### src/design/ofd_pkg.sv
// shared types, constants and codes for the optical flow frame decoder
package ofd_pkg;

   // frame byte codes
   localparam logic [7:0] HDR_BYTE    = 8'hAA;
   localparam logic [7:0] ADDR_BYTE   = 8'hFF;
   localparam logic [7:0] FUNC_A_BYTE = 8'h51;
   localparam logic [7:0] FUNC_B_BYTE = 8'h34;
   localparam logic [3:0] MOTION_LEN  = 4'hF;
   localparam logic [3:0] HEIGHT_LEN  = 4'h7;

   // frame buffer geometry
   localparam int STORE_DEPTH = 21;
   localparam int INDEX_W     = 5;

   // arithmetic widths
   localparam int VALUE_W = 16;
   localparam int GAIN_W  = 16;
   localparam int PROD_W  = VALUE_W + GAIN_W + 1;
   localparam int POS_W   = 48;
   localparam int HEIGHT_W = 8;
   localparam int GAIN_FRAC_BITS_DEFAULT = 16;

   // queue between front and back
   localparam int QUEUE_DEPTH = 2;
   localparam int QUEUE_PTR_W = $clog2(QUEUE_DEPTH);

   // register reset values
   localparam logic [GAIN_W-1:0]   GAIN_FIX_X_RESET   = 16'd393;
   localparam logic [GAIN_W-1:0]   GAIN_FIX_Y_RESET   = 16'd393;
   localparam logic [GAIN_W-1:0]   GAIN_SPE_X_RESET   = 16'd328;
   localparam logic [GAIN_W-1:0]   GAIN_SPE_Y_RESET   = 16'd3277;
   localparam logic [HEIGHT_W-1:0] HEIGHT_LIMIT_RESET = 8'd240;
   localparam logic [HEIGHT_W-1:0] HEIGHT_RESET       = 8'd9;

   // register indexes
   localparam int CSR_INDEX_W = 3;
   localparam logic [CSR_INDEX_W-1:0] CSR_GAIN_FIX_X   = 3'd0;
   localparam logic [CSR_INDEX_W-1:0] CSR_GAIN_FIX_Y   = 3'd1;
   localparam logic [CSR_INDEX_W-1:0] CSR_GAIN_SPE_X   = 3'd2;
   localparam logic [CSR_INDEX_W-1:0] CSR_GAIN_SPE_Y   = 3'd3;
   localparam logic [CSR_INDEX_W-1:0] CSR_HEIGHT_LIMIT = 3'd4;

   // result status codes
   typedef enum logic [1:0] {
      ST_MOTION     = 2'd0,
      ST_HEIGHT_OK  = 2'd1,
      ST_HEIGHT_REJ = 2'd2,
      ST_CHK_ERR    = 2'd3
   } status_type;

   // configuration registers
   typedef struct packed {
      logic [GAIN_W-1:0]   gain_fix_x;
      logic [GAIN_W-1:0]   gain_fix_y;
      logic [GAIN_W-1:0]   gain_spe_x;
      logic [GAIN_W-1:0]   gain_spe_y;
      logic [HEIGHT_W-1:0] height_limit;
   } cfg_type;

   // classified frame handed from front to back
   // motion order: speed_x, speed_y, fix_x, fix_y, dist_x, dist_y
   typedef struct packed {
      status_type                  status;
      logic [5:0][VALUE_W-1:0]     motion;
      logic [HEIGHT_W-1:0]         height;
   } desc_type;

   // one result item
   typedef struct packed {
      status_type                  frame_status;
      logic [5:0][VALUE_W-1:0]     motion;
      logic [3:0][POS_W-1:0]       pos;
      logic [HEIGHT_W-1:0]         height_cm;
   } result_type;

endpackage

### src/design/ofd_queue.sv
// short frame queue between parser and back end
module ofd_queue import ofd_pkg::*; (
   input  logic     clock,
   input  logic     reset,
   input  logic     push,
   input  desc_type push_desc,
   input  logic     pop,
   output logic     full,
   output logic     empty,
   output desc_type pop_desc
);

   // depth is a power of two so the pointers wrap on their own
   desc_type               entry_ff [QUEUE_DEPTH];
   logic [QUEUE_PTR_W-1:0] wr_ptr_ff, wr_ptr_in;
   logic [QUEUE_PTR_W-1:0] rd_ptr_ff, rd_ptr_in;
   logic [QUEUE_PTR_W:0]   count_ff, count_in;

   assign full     = (count_ff == (QUEUE_PTR_W + 1)'(QUEUE_DEPTH));
   assign empty    = (count_ff == '0);
   assign pop_desc = entry_ff[rd_ptr_ff];

   // pointer and fill bookkeeping
   always_comb begin
      wr_ptr_in = push ? wr_ptr_ff + QUEUE_PTR_W'(1) : wr_ptr_ff;
      rd_ptr_in = pop  ? rd_ptr_ff + QUEUE_PTR_W'(1) : rd_ptr_ff;
      count_in  = count_ff + (QUEUE_PTR_W + 1)'(push) - (QUEUE_PTR_W + 1)'(pop);
   end

   always_ff @(posedge clock) begin
      if (reset) begin
         wr_ptr_ff <= '0;
         rd_ptr_ff <= '0;
         count_ff  <= '0;
      end else begin
         wr_ptr_ff <= wr_ptr_in;
         rd_ptr_ff <= rd_ptr_in;
         count_ff  <= count_in;
      end
   end

   // entry storage
   always_ff @(posedge clock) begin
      if (push) begin
         entry_ff[wr_ptr_ff] <= push_desc;
      end
   end

endmodule

### config.mk
export PLATFORM = sky130hd
export DESIGN_NAME = ofd_queue
export DESIGN_NICKNAME = d
export VERILOG_FILES = /design/src/design/ofd_pkg.sv /design/src/design/ofd_queue.sv
export SDC_FILE = /design/constraint.sdc
export NUM_CORES = 1
export LEC_CHECK = 0
export ABC_AREA = 1
export BUFFER_PORTS_ARGS = -buffer_cell sky130_fd_sc_hd__clkbuf_2
export CAP_MARGIN = 20
export CORE_MARGIN = 10
export CORE_UTILIZATION = 52
export CTS_CLUSTER_DIAMETER = 100
export DETAILED_ROUTE_END_ITERATION = 7
export GPL_ROUTABILITY_DRIVEN = 0
export PLACE_DENSITY = 0.79
export SLEW_MARGIN = 5
export SYNTH_ARGS = -nofsm -noshare
export SYNTH_HDL_FRONTEND = slang
export SYNTH_SLANG_ARGS = --single-unit
### constraint.sdc
create_clock -name clock -period 8 [get_ports clock]
set_input_delay 0.8 -clock clock [delete_from_list [all_inputs] [get_ports clock]]
set_output_delay 0.8 -clock clock [all_outputs]
set_load 0.005 [all_outputs]
### Yosys cells after proc, flatten, opt, wreduce, memory -nomap -nowiden

Memories as Yosys holds them, arrays and structs flattened. A register that Yosys moved wholly into a read port is not among the register bits.
Cells that the tools add are included.

* bits in registers: 4
* output and inout port bits: 108
* memories: 1
* input bits: 110
* RAM bits: 212

* add/subtract/negate cells: 4
* equality and inequality tests: 1
* muxes and demuxes: 4
* reductions and logical operators: 1

Memory list
* entry_ff: depth 2, bits a word 106, rd ports 1, clocked after Yosys merged registers in 1, write ports 1, RTL line ofd_queue.sv:14 `desc_type entry_ff [QUEUE_DEPTH];`

Operator list (number)
* $mux W1: 4
* $add A1 B1 Y1 const B: 2
* $add A2 B1 Y2: 1
* $eq A2 B2 Y1 const B: 1
* $logic_not A2 Y1: 1
* $sub A2 B1 Y2: 1

### Longest topological paths before layout

* depth after elaboration: 3
* gate-level depth with buffers: 9

### Worst setup path before layout

Ideal clock, no wire load.

* kind: input to register
* start point: input push
* end point: memory entry_ff[0][0] (netlist name), enable pin
* path slack: 2149 ps
* arrival time: 5276 ps
* path buffers: 0
* stages: 2
* data required time: 7425 ps
* setup time: 575 ps
* cell sequence: inv_1 > nor2_1

* word-level cells in the longest chain between the ends: 2

Ends and longest elaborated chain
* start, declared: RTL line ofd_queue.sv:5 `input logic push,`
* $mux W1: RTL line ofd_queue.sv:44 `if (push) begin`
* $mux W1 (implied by the code): RTL line ofd_queue.sv:45 `entry_ff[wr_ptr_ff] <= push_desc;`
* end, declared: RTL line ofd_queue.sv:14

Every way passes these cells.

==> run_results.csv <==
group,metric,value,unit
route,dr.pass1.iters,5,
floorplan,die_h,144,um
critical_path,slowest_delay,1.00,ns
critical_path,crit_arrival,2.72,ns
sta,worst_pin_slew,0.980,ns
critical_path,path_buf_inv,2,
critical_path,crit_fanout,65,
sta,rsz0062_at_grt,"false",
clock_tree,clockRootBuffer,"clkbuf_16",
clock_tree,path_clk_slew,0.06,ns
route,routed-via-count,4044,
clock_tree,tritoncts,"built",
placement,io_buffers,217,
final_layout,final_cells,798,
route,routed_wl,16.1,mm
sta,finalCritPeriodShare,0.440,
route,drc,0,
yosys,ys.warnings.count,0,
power,pwr_density_cell,260,mW/mm^2
final_layout,area_delta_synth_final,25.6,%
sta,hold_viol_final,0,
critical_path,crit_family,"flip-flops",
job,drv_cap,0,
power,peakVddDrop,0.165,mV
power,seqPwrFrac,0.513,
final_layout,antenna_cells,0,
critical_path,slowest_stage,"dfxtp_4",
power,switching_power,525,uW
floorplan,rows,45,
power,leakagePower,3.97,nW
final_layout,final_common_cell,"clkbuf_2",
yosys,avgSynthCellArea,22.2,sq um
sta,period_needed,3.52,ns
final_layout,drive_above_1_share,0.593,
placement,placedCellCount,757,
final_layout,fin_util,0.666,
yosys,yosys_register_bits,217,
yosys,syn_area,0.00803,sq mm
route,viasPerCell,5.07,
min_path,hp-class,"primary input to register",
final_layout,nFillCells,1015,
sta,relSlewSlack,0.346,
power,internal_power,2.10,mW
clock_tree,clkLatencyLatePin,0.48,ns
power,switching_share,0.200,
floorplan,initial_core_util,0.530,
clock_tree,post_cts_buffers,0,
power,clkPwrFrac,0.395,
critical_path,cp.required,7.20,ns
sta,drv_slew,0,
clock_tree,ctsHtreeMaxLevel,1,
critical_path,path_cells,"buf_4 -> mux2_2 -> clkbuf_2",
clock_tree,cts_resized,0,
final_layout,final_cell_mix,"clkbuf_2, edfxtp_1, mux2_2",
route,antenna_left,0,
grt,grtUsageTotal,0.149,
yosys,seq_area_frac_synth,0.805,
critical_path,rrSetupSlack,5.77,ns
floorplan,core_area,0.0151,sq mm
grt,grt.overflow.total,0,
final_layout,nets,707,
floorplan,pin_count,218,
grt,antenna_found_initial,1,
sta,finalClockSkew,0.00490,ns
clock_tree,ctsHoldBuffers,0,
route,wire_per_inst,20.2,um
critical_path,end_kind,"output pin",
route,drtIter0Drc,161,
sta,setup_tns,0,ns
yosys,synth_cells,361,
grt,grt_max_degree,83,
floorplan,dieArea,0.0208,sq mm
floorplan,die_w,144,um
power,p_comb_frac,0.092,
sta,finalSetupViolations,0,
grt,grt_pass1_wl,24.1,mm
critical_path,worstSetupPathType,"register to output pin",
clock_tree,clockBufferDepth,3,
outcome,run_status,"completed",
yosys,synth_cell_types,14,
yosys,synthesis.nets,473,
clock_tree,cts_buffers,22,
critical_path,critPathLaunchType,"register",
sta,max_freq,284,MHz
clock_tree,clock_sinks,217,
grt,grt_pass1_vias,4390,
per-layer routing:
metal,GRT usage,up-vias,share of wire
li1,-,1880,-
met1,0.169,1959,0.38
met2,0.253,179,0.50
met3,0.0590,26,0.11
met4,0.0436,0,0.019
met5,0,-,0
path summary, 6_finish.rpt:
path,start,to,cells after the start
worst max-delay path,register,pop_desc[36],3
worst min-delay path,push_desc[42],entry_ff[0][42]$_DFFE_PP_,1
worst max register to register,wr_ptr_ff$_SDFFE_PP0P_,entry_ff[0][104]$_DFFE_PP_,3
worst min register to register,rd_ptr_ff$_SDFFE_PP0P_,rd_ptr_ff$_SDFFE_PP0P_,2
through the flow:
step	setup slack, ns	cell area [sq um]	hold WS (ns)	power, mW
3_3_place_gp	4.99	9290	0.492	1.60
4_1_cts	4.41	10000	0.480	2.66
5_1_grt	4.31	10100	0.474	2.73
3_5_place_dp	4.94	9290	0.506	1.61
6_report	4.48	10100	0.502	2.62
2_1_floorplan	2.15	8030	0.480	1.50
cells in the mapped netlist:
| master | n | area share |
|---|---|---|
| a21oi_1 | 1 | 0.00062 |
| buf_2 | 6 | 0.0037 |
| buf_6 | 6 | 0.0084 |
| dfxtp_1 | 5 | 0.012 |
| edfxtp_1 | 212 | 0.79 |
| ha_1 | 2 | 0.0031 |
| inv_1 | 8 | 0.0037 |
| mux2_2 | 66 | 0.093 |
| mux2_4 | 40 | 0.075 |
| nand2_1 | 4 | 0.0019 |
| nand3_1 | 1 | 0.00062 |
| nor2_1 | 8 | 0.0037 |
| nor3_1 | 1 | 0.00062 |
| xnor2_1 | 1 | 0.0011 |
sequential cells by signal (all words and copies together), names as in the netlist, named ones only:
register / count
count_ff: 2
rd_ptr_ff: 1
entry_ff: 212
wr_ptr_ff: 1
layout make-up:
cell class / instances / area (sq um) / share of cell area
tap: 188 / 235 / 0.0233
inverter: 8 / 32.5 / 0.00323
clock inverter: 12 / 155 / 0.0154
clock buffer: 27 / 591 / 0.0586
multi-input combinational: 124 / 1450 / 0.143
sequential: 217 / 6470 / 0.642
timing repair buffer: 222 / 1160 / 0.115
logic make-up after synthesis:
group / Yosys count / synth area share
XOR/XNOR: 1 / 0.00109
flip-flops: 217 / 0.805
AND/OR/NAND/NOR: 14 / 0.00685
AO/OA/AOI/OAI: 1 / 0.000623
adder cells (fa/ha/maj): 2 / 0.00312
buffers and inverters: 20 / 0.0159
multiplexers: 106 / 0.167
power by group through the flow:
stage / clock network, mW / logic [mW] / registers, mW
6_report: 1.04 / 0.241 / 1.35
5_1_grt: 1.12 / 0.263 / 1.35
4_1_cts: 1.07 / 0.243 / 1.35
3_5_place_dp: 0 / 0.242 / 1.37
3_3_place_gp: 0 / 0.234 / 1.37
2_1_floorplan: 0 / 0.142 / 1.36
Note: power is estimated with default switching activity, not from simulation.
