$ cat src/design/ofd_pkg.sv
// shared types, constants and codes for the optical flow frame decoder
package ofd_pkg;

   // frame byte codes
   localparam logic [7:0] HDR_BYTE    = 8'hAA;
   localparam logic [7:0] ADDR_BYTE   = 8'hFF;
   localparam logic [7:0] FUNC_A_BYTE = 8'h51;
   localparam logic [7:0] FUNC_B_BYTE = 8'h34;
   localparam logic [3:0] MOTION_LEN  = 4'hF;
   localparam logic [3:0] HEIGHT_LEN  = 4'h7;

   // frame buffer geometry
   localparam int STORE_DEPTH = 21;
   localparam int INDEX_W     = 5;

   // arithmetic widths
   localparam int VALUE_W = 16;
   localparam int GAIN_W  = 16;
   localparam int PROD_W  = VALUE_W + GAIN_W + 1;
   localparam int POS_W   = 48;
   localparam int HEIGHT_W = 8;
   localparam int GAIN_FRAC_BITS_DEFAULT = 16;

   // queue between front and back
   localparam int QUEUE_DEPTH = 2;
   localparam int QUEUE_PTR_W = $clog2(QUEUE_DEPTH);

   // register reset values
   localparam logic [GAIN_W-1:0]   GAIN_FIX_X_RESET   = 16'd393;
   localparam logic [GAIN_W-1:0]   GAIN_FIX_Y_RESET   = 16'd393;
   localparam logic [GAIN_W-1:0]   GAIN_SPE_X_RESET   = 16'd328;
   localparam logic [GAIN_W-1:0]   GAIN_SPE_Y_RESET   = 16'd3277;
   localparam logic [HEIGHT_W-1:0] HEIGHT_LIMIT_RESET = 8'd240;
   localparam logic [HEIGHT_W-1:0] HEIGHT_RESET       = 8'd9;

   // register indexes
   localparam int CSR_INDEX_W = 3;
   localparam logic [CSR_INDEX_W-1:0] CSR_GAIN_FIX_X   = 3'd0;
   localparam logic [CSR_INDEX_W-1:0] CSR_GAIN_FIX_Y   = 3'd1;
   localparam logic [CSR_INDEX_W-1:0] CSR_GAIN_SPE_X   = 3'd2;
   localparam logic [CSR_INDEX_W-1:0] CSR_GAIN_SPE_Y   = 3'd3;
   localparam logic [CSR_INDEX_W-1:0] CSR_HEIGHT_LIMIT = 3'd4;

   // result status codes
   typedef enum logic [1:0] {
      ST_MOTION     = 2'd0,
      ST_HEIGHT_OK  = 2'd1,
      ST_HEIGHT_REJ = 2'd2,
      ST_CHK_ERR    = 2'd3
   } status_type;

   // configuration registers
   typedef struct packed {
      logic [GAIN_W-1:0]   gain_fix_x;
      logic [GAIN_W-1:0]   gain_fix_y;
      logic [GAIN_W-1:0]   gain_spe_x;
      logic [GAIN_W-1:0]   gain_spe_y;
      logic [HEIGHT_W-1:0] height_limit;
   } cfg_type;

   // classified frame handed from front to back
   // motion order: speed_x, speed_y, fix_x, fix_y, dist_x, dist_y
   typedef struct packed {
      status_type                  status;
      logic [5:0][VALUE_W-1:0]     motion;
      logic [HEIGHT_W-1:0]         height;
   } desc_type;

   // one result item
   typedef struct packed {
      status_type                  frame_status;
      logic [5:0][VALUE_W-1:0]     motion;
      logic [3:0][POS_W-1:0]       pos;
      logic [HEIGHT_W-1:0]         height_cm;
   } result_type;

endpackage

$ cat src/design/ofd_front.sv
// byte parser: hunts frames, runs both checksums, classifies finished frames
module ofd_front import ofd_pkg::*; (
   input  logic                clock,
   input  logic                reset,
   input  logic                byte_accept,
   input  logic [7:0]          rx_byte,
   input  logic [HEIGHT_W-1:0] height_limit,
   output logic                push,
   output desc_type            push_desc
);

   typedef enum logic [4:0] {
      PH_HUNT = 5'b00001,
      PH_ADDR = 5'b00010,
      PH_FUNC = 5'b00100,
      PH_LEN  = 5'b01000,
      PH_BODY = 5'b10000
   } phase_type;

   phase_type          phase_ff, phase_in;
   logic [INDEX_W-1:0] byte_index_ff, byte_index_in;
   logic [3:0]         payload_len_ff, payload_len_in;
   logic [7:0]         sum_ff, sum_in;
   logic [7:0]         add_ff, add_in;
   logic [7:0]         store_ff [STORE_DEPTH];

   logic [INDEX_W-1:0] next_index;
   logic [INDEX_W-1:0] end_index;
   logic [INDEX_W-1:0] check_index;
   logic               frame_done;
   logic [7:0]         sum_byte;
   logic               sums_ok;
   logic [31:0]        height_raw;
   logic               height_ok;

   assign next_index  = byte_index_ff + INDEX_W'(1);
   assign end_index   = INDEX_W'(payload_len_ff) + INDEX_W'(6);
   assign check_index = INDEX_W'(payload_len_ff) + INDEX_W'(4);
   assign frame_done  = (phase_ff == PH_BODY) && (next_index == end_index);

   // parser phase and running sums
   always_comb begin
      phase_in       = phase_ff;
      byte_index_in  = byte_index_ff;
      payload_len_in = payload_len_ff;
      sum_in         = sum_ff;
      add_in         = add_ff;
      unique case (phase_ff)
         PH_HUNT: begin
            if (rx_byte == HDR_BYTE) begin
               sum_in   = rx_byte;
               add_in   = rx_byte;
               phase_in = PH_ADDR;
            end
         end
         PH_ADDR: begin
            if (rx_byte == ADDR_BYTE) begin
               sum_in   = sum_ff + rx_byte;
               add_in   = add_ff + sum_in;
               phase_in = PH_FUNC;
            end else begin
               phase_in = PH_HUNT;
            end
         end
         PH_FUNC: begin
            if (rx_byte == FUNC_A_BYTE || rx_byte == FUNC_B_BYTE) begin
               sum_in   = sum_ff + rx_byte;
               add_in   = add_ff + sum_in;
               phase_in = PH_LEN;
            end else begin
               phase_in = PH_HUNT;
            end
         end
         PH_LEN: begin
            if (rx_byte == {4'h0, MOTION_LEN} || rx_byte == {4'h0, HEIGHT_LEN}) begin
               sum_in         = sum_ff + rx_byte;
               add_in         = add_ff + sum_in;
               payload_len_in = rx_byte[3:0];
               byte_index_in  = INDEX_W'(4);
               phase_in       = PH_BODY;
            end else begin
               phase_in = PH_HUNT;
            end
         end
         PH_BODY: begin
            if (byte_index_ff < check_index) begin
               sum_in = sum_ff + rx_byte;
               add_in = add_ff + sum_in;
            end
            byte_index_in = next_index;
            if (frame_done) begin
               phase_in = PH_HUNT;
            end
         end
         default: begin
            phase_in = PH_HUNT;
         end
      endcase
   end

   always_ff @(posedge clock) begin
      if (reset) begin
         phase_ff       <= PH_HUNT;
         byte_index_ff  <= '0;
         payload_len_ff <= '0;
         sum_ff         <= '0;
         add_ff         <= '0;
      end else if (byte_accept) begin
         phase_ff       <= phase_in;
         byte_index_ff  <= byte_index_in;
         payload_len_ff <= payload_len_in;
         sum_ff         <= sum_in;
         add_ff         <= add_in;
      end
   end

   // frame body bytes, kept at their position in the frame
   always_ff @(posedge clock) begin
      if (byte_accept && phase_ff == PH_BODY && byte_index_ff < INDEX_W'(STORE_DEPTH)) begin
         store_ff[byte_index_ff] <= rx_byte;
      end
   end

   // checks: sum byte is already stored, running-sum byte is the current one
   assign sum_byte = (payload_len_ff == MOTION_LEN) ? store_ff[19] : store_ff[11];
   assign sums_ok  = (sum_ff == sum_byte) && (add_ff == rx_byte);

   // height accepted only for 0 < h < limit as a signed 32-bit value
   assign height_raw = {store_ff[10], store_ff[9], store_ff[8], store_ff[7]};
   assign height_ok  = (height_raw[31:HEIGHT_W] == '0) && (height_raw[HEIGHT_W-1:0] != '0)
                       && (height_raw[HEIGHT_W-1:0] < height_limit);

   // classified frame into the queue
   always_comb begin
      push_desc.motion = '0;
      for (int k = 0; k < 6; k++) begin
         push_desc.motion[k] = {store_ff[7 + 2 * k], store_ff[6 + 2 * k]};
      end
      push_desc.height = height_raw[HEIGHT_W-1:0];
      priority if (!sums_ok) begin
         push_desc.status = ST_CHK_ERR;
      end else if (payload_len_ff == MOTION_LEN) begin
         push_desc.status = ST_MOTION;
      end else if (height_ok) begin
         push_desc.status = ST_HEIGHT_OK;
      end else begin
         push_desc.status = ST_HEIGHT_REJ;
      end
   end

   assign push = byte_accept && frame_done;

endmodule

$ cat config.mk
export PLATFORM = sky130hd
export DESIGN_NAME = ofd_front
export DESIGN_NICKNAME = d
export VERILOG_FILES = /design/src/design/ofd_pkg.sv /design/src/design/ofd_front.sv
export SDC_FILE = /design/constraint.sdc
export NUM_CORES = 1
export LEC_CHECK = 0
export BUFFER_PORTS_ARGS = -buffer_cell sky130_fd_sc_hd__clkbuf_2
export CORE_MARGIN = 5
export CORE_UTILIZATION = 59
export CTS_CLUSTER_DIAMETER = 50
export DETAILED_ROUTE_END_ITERATION = 10
export PLACE_DENSITY = 0.86
export SKIP_CTS_REPAIR_TIMING = 1
export SYNTH_ARGS = -nofsm -noshare
export SYNTH_HDL_FRONTEND = slang
export SYNTH_SLANG_ARGS = --single-unit
$ cat constraint.sdc
create_clock -name clock -period 5.39 [get_ports clock]
set_clock_uncertainty 0.2 [all_clocks]
set_input_delay 0.539 -clock clock [delete_from_list [all_inputs] [get_ports clock]]
set_output_delay 0.539 -clock clock [all_outputs]
set_load 0.05 [all_outputs]
# == Word level (Yosys, flattened, before mapping) ==
# Memory sizes are Yosys's and may differ from the RTL's.
# Index checks and enable logic that the tools add are counted.
# classes
add_sub_neg,5
n_mul,0
n_div,0
order_cmp,3
eq_ne,21
shifts,0
mux,25
bitwise,0
n_reduce_logical,17
# op_table
op,n
8-bit 2-to-1 mux,10
8-bit one-hot mux with 5 select lines,2
5-bit one-hot mux with 5 select lines,1
24-bit logical NOT,1
5-bit 2-to-1 mux,4
8-bit adder,2
8-bit equality test,2
"8-bit equality test, second input constant",2
"4-bit by 3-bit adder with 5-bit output, second input constant",2
"2-bit inequality test, second input constant",5
5-bit one-hot mux with 2 select lines,1
3-bit AND reduction,3
"8-bit by 3-bit equality test with 1-bit output, second input constant",1
"8-bit by 4-bit equality test with 1-bit output, second input constant",1
"8-bit by 6-bit equality test with 1-bit output, second input constant",1
"8-bit by 7-bit equality test with 1-bit output, second input constant",1
8-bit less-than comparator,1
8-bit nonzero test,1
1-bit logical AND,7
7-bit AND reduction,1
2-bit 2-to-1 mux,3
"5-bit by 1-bit adder with 5-bit output, second input constant",1
"5-bit by 1-bit equality test with 1-bit output, second input constant",1
"5-bit by 2-bit equality test with 1-bit output, second input constant",1
other kinds (14),16
# word_totals
regBits,30
latchBits,0
mem_bits_rw,168
rom_bits,0
output_inout_bits,107
wordCells,77
n_memories,1
# mem_list
name,depth,word_bits,rd,rd_ports_with_merged_regs,write_ports,line,source
store_ff,21,8,13,0,1,ofd_front.sv:25,logic [7:0] store_ff [STORE_DEPTH];

# == Logic depth before layout (Yosys ltp) ==
# Gate-level depths: netlist (run 1).
# An unclocked memory read counts as a cell.
# logic_depth
depth_word,7
ltp_mapped,13

# == Worst setup path before layout (run 1) ==
# Ideal clock, no wire load.
# synth_timing
path_type,flip-flop to output port
start,memory store_ff[7][7]
end,output push_desc[104] (netlist bit)
arrival_time_ps,2847
path_slack_ps,1804
stages_incl_launch_ff,7
path_buffers,0
path_cell_list,edfxtp_1 > ha_1 > a211oi_1 > nand4_1 > a2111oi_0 > o21ai_0 > o21ai_0
# synth_lines
item,line,source
from (decl),ofd_front.sv:25,
to (decl),ofd_front.sv:9,output desc_type push_desc

==> results.cfg, run 1 <==
[die]
coreArea_sq_mm = 0.0102
dieHeight_um = 112
die-area_sq_mm = 0.0125
initial_utilization_pct = 59.9
die_width_um = 112
io_pins = 126
num_rows = 37

[timing]
period_share_pct = 80.7
max_freq_ghz = 0.230
final-hold-violation-count = 0
max_slew_margin_pct = 27.2
worstMarginPinSlew_ns = 1.09
setup-violations-final = 0
grt_setup_unrepaired = no
worst_slack_ns = 1.04
fin_tns_setup_ns = 0
period_minus_slack_ns = 4.35
slew_violations = 0

[power_and_ir_drop]
power_frac_comb_pct = 8.0
power.leakage_nw = 2.95
p_sw_w = 0.000632
powerDensity_mw_per_mm2 = 334
vdd_drop_max_uv = 250
internal_power_w = 0.00184
clockPowerShare_pct = 46.0
power.total_w = 0.00247
switching_share_pct = 25.6
pwr-share-seq_pct = 46.1

[clocking]
cts_root_buf = clkbuf_8
clk_pin_slew_ns = 0.07
cts.path.max_buffers = 2
clock_latency_ns = 0.52
cts_tree = yes
cts_buffers = 17
cts.sinks = 134
htreeDepth = 4

[outcome]
status = finished clean

[global_routing]
gr-usage-met3_pct = 5.27
grt_util_all_layers_pct = 24.6
grt.busiest_layer = met2
grt_pass1_vias = 4476
grt_overflow = 0
grt_pass1_wl_mm = 23.9
grt_max_degree = 30
antenna_found_initial = 0
use_met1_pct = 30.0
use_met2_pct = 41.4

[place]
place_inst = 706
gp_congestion = 0.915
place_hpwl_mm = 9.92
dp_slack_ns = 1.31
port_buffers = 125

[synthesis]
synth_area_sq_mm = 0.00613
syn_inst = 467
synth_edf_count = 104
synthArstFlopShare_pct = 0
ys_types = 52
synth_top_cell_by_area = edfxtp_1
netlist.area_leader.share_pct = 51.0
ys_ff_latch = 134
yosys_warnings = 0
synth_area_leaders = edfxtp_1 (51%), dfxtp_1 (9.8%), ha_1 (6.9%)
synth_nets = 522
yosysSeqAreaShare_pct = 60.8
synthFlopType = edfxtp_1
avgSynthCellArea_sq_um = 13.1

[worst_setup_path]
start_kind = flop
cp.arrival_ns = 3.61
cp_max_fo = 10
crit_path_end_kind = output pin
required_ns = 4.65
worstSetupPathType = reg -> out

[final_layout]
fillers = 656
drive_above_1_share_pct = 27.2
diodes = 0
syn_to_final_growth_pct = 20.7
layout.nets = 644
fin_cells = 738

[route]
drtAntennaViolNets = 0
drt_pass1_iterations = 5
routed_wl_mm = 15.2
wl_per_cell_um = 20.6
vias = 4417
drtIter0Drc = 424
via_per_inst = 5.99
post-route-drc-count = 0

[min_path]
hp-class = in -> reg

[flow_run]
cap_violations = 0
==> through the flow <==
step / area [sq um] / hold WS [ns] / util, %
after detailed placement: 6800 / 0.275 / 66.5
after floorplan: 6130 / 0.243 / -
final: 7390 / 0.291 / 72.3
after global routing: 7390 / 0.329 / 72.3
after global placement: 6800 / 0.272 / 66.5
after CTS: 7390 / 0.276 / 72.3
==> synth_stat cells (9+ instances only) <==
cell      count
clkbuf_1      9
dfxtp_1      30
nor4_1       11
inv_1        19
mux2i_1      22
xor2_1       20
nand3_1      12
and2_1       14
o21ai_0      10
nand4_1      10
a211oi_1     12
ha_1         34
nor2_1       24
xnor2_1      18
a21oi_1      33
edfxtp_1    104
==> sequential cells by signal, summed over array words and instances (netlist names) <==
| signal | cells |
|---|---|
| payload_len_ff | 4 |
| byte_index_ff | 5 |
| add_ff | 8 |
| store_ff | 104 |
| sum_ff | 8 |
| phase_ff | 5 |
==> routing by layer <==
layer / wire [um] / share of wire [%]
met1: 5980 / 39
met2: 7550 / 50
met3: 1160 / 7.7
met4: 478 / 3.2
met5: 0 / 0
==> path summary, 6_finish.rpt <==
path                                                     start                             end  slack, ns  cells after the start
worst max-delay path            payload_len_ff[3]$_SDFFE_PP0P_                  push_desc[104]       1.04                      8
worst min register to register  payload_len_ff[0]$_SDFFE_PP0P_  payload_len_ff[0]$_SDFFE_PP0P_       0.30                      2
worst max register to register          sum_ff[0]$_SDFFE_PP0P_          add_ff[7]$_SDFFE_PP0P_       1.90                     13
worst min-delay path                               byte_accept  payload_len_ff[0]$_SDFFE_PP0P_       0.29                      3
==> cell families after synthesis <==
group	Yosys count	synth area share, %
simple gates	112	10.7
xor+xnor	38	5.43
buf+inv	41	3.10
flops	134	60.8
mux	23	3.78
fa+ha+maj	36	7.60
compound gates	83	8.56
==> power groups by stage <==
stage               Combinational, W  Clock (W)  Sequential, W
global placement            0.000180          0        0.00116
CTS                         0.000193    0.00114        0.00114
global route                0.000214    0.00120        0.00114
finish                      0.000197    0.00113        0.00114
detailed placement          0.000188          0        0.00116
floorplan                   0.000132          0        0.00115
==> cell usage in the layout, fill, tap and decap left out, drive strengths merged, types with 2 or more instances in the layout <==
master	count
clkbuf	142
edfxtp	104
ha	34
a21oi	33
dfxtp	30
inv	28
nor2	25
mux2i	22
xor2	20
xnor2	18
and2	14
nand3	13
o21ai	13
a211oi	12
nor4	11
nand4	10
nand2	8
nor3	6
a21o	5
nor4b	5
or3	4
o21bai	3
nor4bb	3
and3	3
clkinvlp	3
nand2b	2
a2111oi	2
or2	2
nor2b	2
o41ai	2
o21a	2
a211o	2
a311oi	2
fa	2
clkinv	2
==> worst max-delay path: stages (launching register included) <==
cell      delay (ns)
dfxtp_1         0.40
ha_1            0.23
nand3_1         0.51
mux2i_1         0.40
xor2_1          0.28
nand4_1         0.16
nor4_1          0.58
o21ai_0         0.22
clkbuf_2        0.29
==> area by class of cell <==
type / count / area [sq um] / area share (%)
Clock buffer: 17 / 414 / 5.60
Sequential cell: 134 / 3720 / 50.4
Inverter: 19 / 71.3 / 0.965
Multi-Input combinational cell: 292 / 2210 / 29.9
Tap cell: 136 / 170 / 2.30
Timing Repair Buffer: 125 / 626 / 8.46
Clock inverter: 15 / 176 / 2.39
Power figures use the tool's default switching activity.
==> run 2: changes to the inputs <==
Settings changed: ABC_AREA set to 1, CORE_UTILIZATION 59 to 50, PLACE_DENSITY 0.86 to 0.77.
Clock period 5.39 ns to 3.7 ns, I/O delays scaled along.
==> results.cfg, run 2 <==
[timing]
worstMarginPinSlew_ns = 0.922
max_slew_margin_pct = 38.3
period_share_pct = 86.7
fin_tns_setup_ns = 0
period_minus_slack_ns = 3.21
max_freq_ghz = 0.312
setup-violations-final = 0
grt_setup_unrepaired = no
worst_slack_ns = 0.494
final-hold-violation-count = 0
slew_violations = 0

[synthesis]
synth_top_cell_by_area = edfxtp_1
yosysMostFrequentCell = nand2_1
synthTopCellsByCount = nand2_1 (127), edfxtp_1 (104), nor2_1 (70)
yosys_warnings = 0
synth_area_sq_mm = 0.00647
synth_edf_count = 104
synthFlopType = edfxtp_1
yosysSeqAreaShare_pct = 57.5
netlist.area_leader.share_pct = 48.3
ys_ff_latch = 134
synthArstFlopShare_pct = 0
syn_inst = 643
synth_nets = 698
avgSynthCellArea_sq_um = 10.1
ys_types = 41
synth_area_leaders = edfxtp_1 (48%), dfxtp_1 (9.3%), nand2_1 (7.4%)

[die]
initial_utilization_pct = 51.1
die-area_sq_mm = 0.0153
num_rows = 41
dieHeight_um = 124
coreArea_sq_mm = 0.0127
die_width_um = 124
io_pins = 126

[worst_setup_path]
required_ns = 3.13
cp.arrival_ns = 2.64
crit_chain = ha_1, nand3_2, o21ai_2, xor2_1, nand3b_1, nor2_1, nand3_1, clkbuf_2
cp_max_fo = 20
slowest_stage = dfxtp_1
start_kind = flop
reg2reg_slack_ns = 0.72
worstSetupPathType = reg -> out
crit_path_end_kind = output pin
max_stage_delay_ns = 0.38

[clocking]
cts.path.max_buffers = 2
clock_latency_ns = 0.42
htreeDepth = 4
cts_root_buf = clkbuf_16
clk_pin_slew_ns = 0.05
cts_tree = yes
cts_buffers = 17
cts.sinks = 134

[power_and_ir_drop]
power.leakage_nw = 3.45
vdd_drop_max_uv = 366
powerDensity_mw_per_mm2 = 573

[route]
drtIter0Drc = 452
post-route-drc-count = 0
drt_pass1_iterations = 5
wl_per_cell_um = 17.5
vias = 5096
drtAntennaViolNets = 0
via_per_inst = 5.31
routed_wl_mm = 16.7

[final_layout]
syn_to_final_growth_pct = 22.0
diodes = 0
layout.nets = 830
top_regs = store_ff x104, add_ff x8, sum_ff x8
fillers = 1008
largest_reg_flops = 104
top_register = store_ff
layout_common_cells = nand2_1 (127), clkbuf_2 (125), edfxtp_1 (104)
final_common_cell = nand2_1
drive_above_1_share_pct = 25.3

[outcome]
status = finished clean

[global_routing]
grt_util_all_layers_pct = 22.4
grt_pass1_wl_mm = 25.6
antenna_found_initial = 0
grt_overflow = 0
grt_pass1_vias = 4951
grt_max_degree = 21

[place]
port_buffers = 125
place_hpwl_mm = 12.1
gp_congestion = 0.933
dp_slack_ns = 0.400

[flow_run]
cap_violations = 0

[min_path]
hp-class = in -> reg
==> run 2: cell count changes after synthesis, moves of 8 or more <==
cell / change
inv_1: +50
and2_1: -13
nand3_1: +23
nand2_1: +119
nor2_2: +12
a211oi_1: -12
nor2_1: +46
mux2i_1: -22
xor2_1: -11
nor4_1: -8
==> run 2: power breakdown <==
part	switching (W)	internal [W]
clock	0.000646	0.00127
combinational	0.000550	0.000320
sequential	0.0000649	0.00167
==> run 2: stage by stage <==
stage / power, W / area, sq um / utilization [%] / std cells / hold WS (ns)
2_1_floorplan: 0.00246 / 6470 / - / 643 / 0.254
3_3_place_gp: 0.00259 / 7220 / 57.0 / 928 / 0.281
3_5_place_dp: 0.00262 / 7220 / 57.0 / 928 / 0.276
4_1_cts: 0.00454 / 7890 / 62.3 / 959 / 0.0964
5_1_grt: 0.00474 / 7900 / 62.3 / 959 / 0.123
6_report: 0.00453 / 7900 / 62.3 / 959 / 0.112
==> run 2: per-layer routing <==
metal	up-vias	part of all wire, %	global-route usage, %	wire (um)
met5	-	0	0	0
met3	50	7.6	5.59	1270
met4	0	4.0	11.0	669
li1	2423	-	-	-
met1	2387	39	24.8	6450
met2	236	50	39.9	8350
==> run 2: final timing paths <==
kind / from / end / depth (start not counted)
worst max-delay path: payload_len_ff[3]$_SDFFE_PP0P_ / push_desc[104] / 8
worst min-delay path: reset / phase_ff[4]$_SDFFE_PP0P_ / 2
worst max register to register: sum_ff[2]$_SDFFE_PP0P_ / add_ff[7]$_SDFFE_PP0P_ / 14
worst min register to register: phase_ff[4]$_SDFFE_PP0P_ / phase_ff[4]$_SDFFE_PP0P_ / 2
==> run 2: layout make-up <==
class	instances	area [sq um]	area share (%)
Clock buffer	18	429	5.43
Clock inverter	13	241	3.06
Inverter	77	294	3.72
Multi-Input combinational cell	414	2320	29.4
Sequential cell	134	3720	47.1
Tap cell	172	215	2.72
Timing Repair Buffer	131	671	8.49
==> run 2: worst max-delay path: cells and delay by family (launching register included) <==
family / cells / cell delay [ns]
and+or+nand+nor: 4 / 0.68
AOI/OAI and AO/OA: 1 / 0.35
adders and majority gates: 1 / 0.21
xor gates and xnor gates: 1 / 0.35
DFF: 1 / 0.38
buffers and inverters: 1 / 0.25
==> run 2: cell families after synthesis <==
family	Yosys count	synth area share, %
simple gates	289	19.8
fa+ha+maj	36	7.19
compound gates	65	5.51
xor+xnor	24	3.25
flops	134	57.5
buf+inv	95	6.69
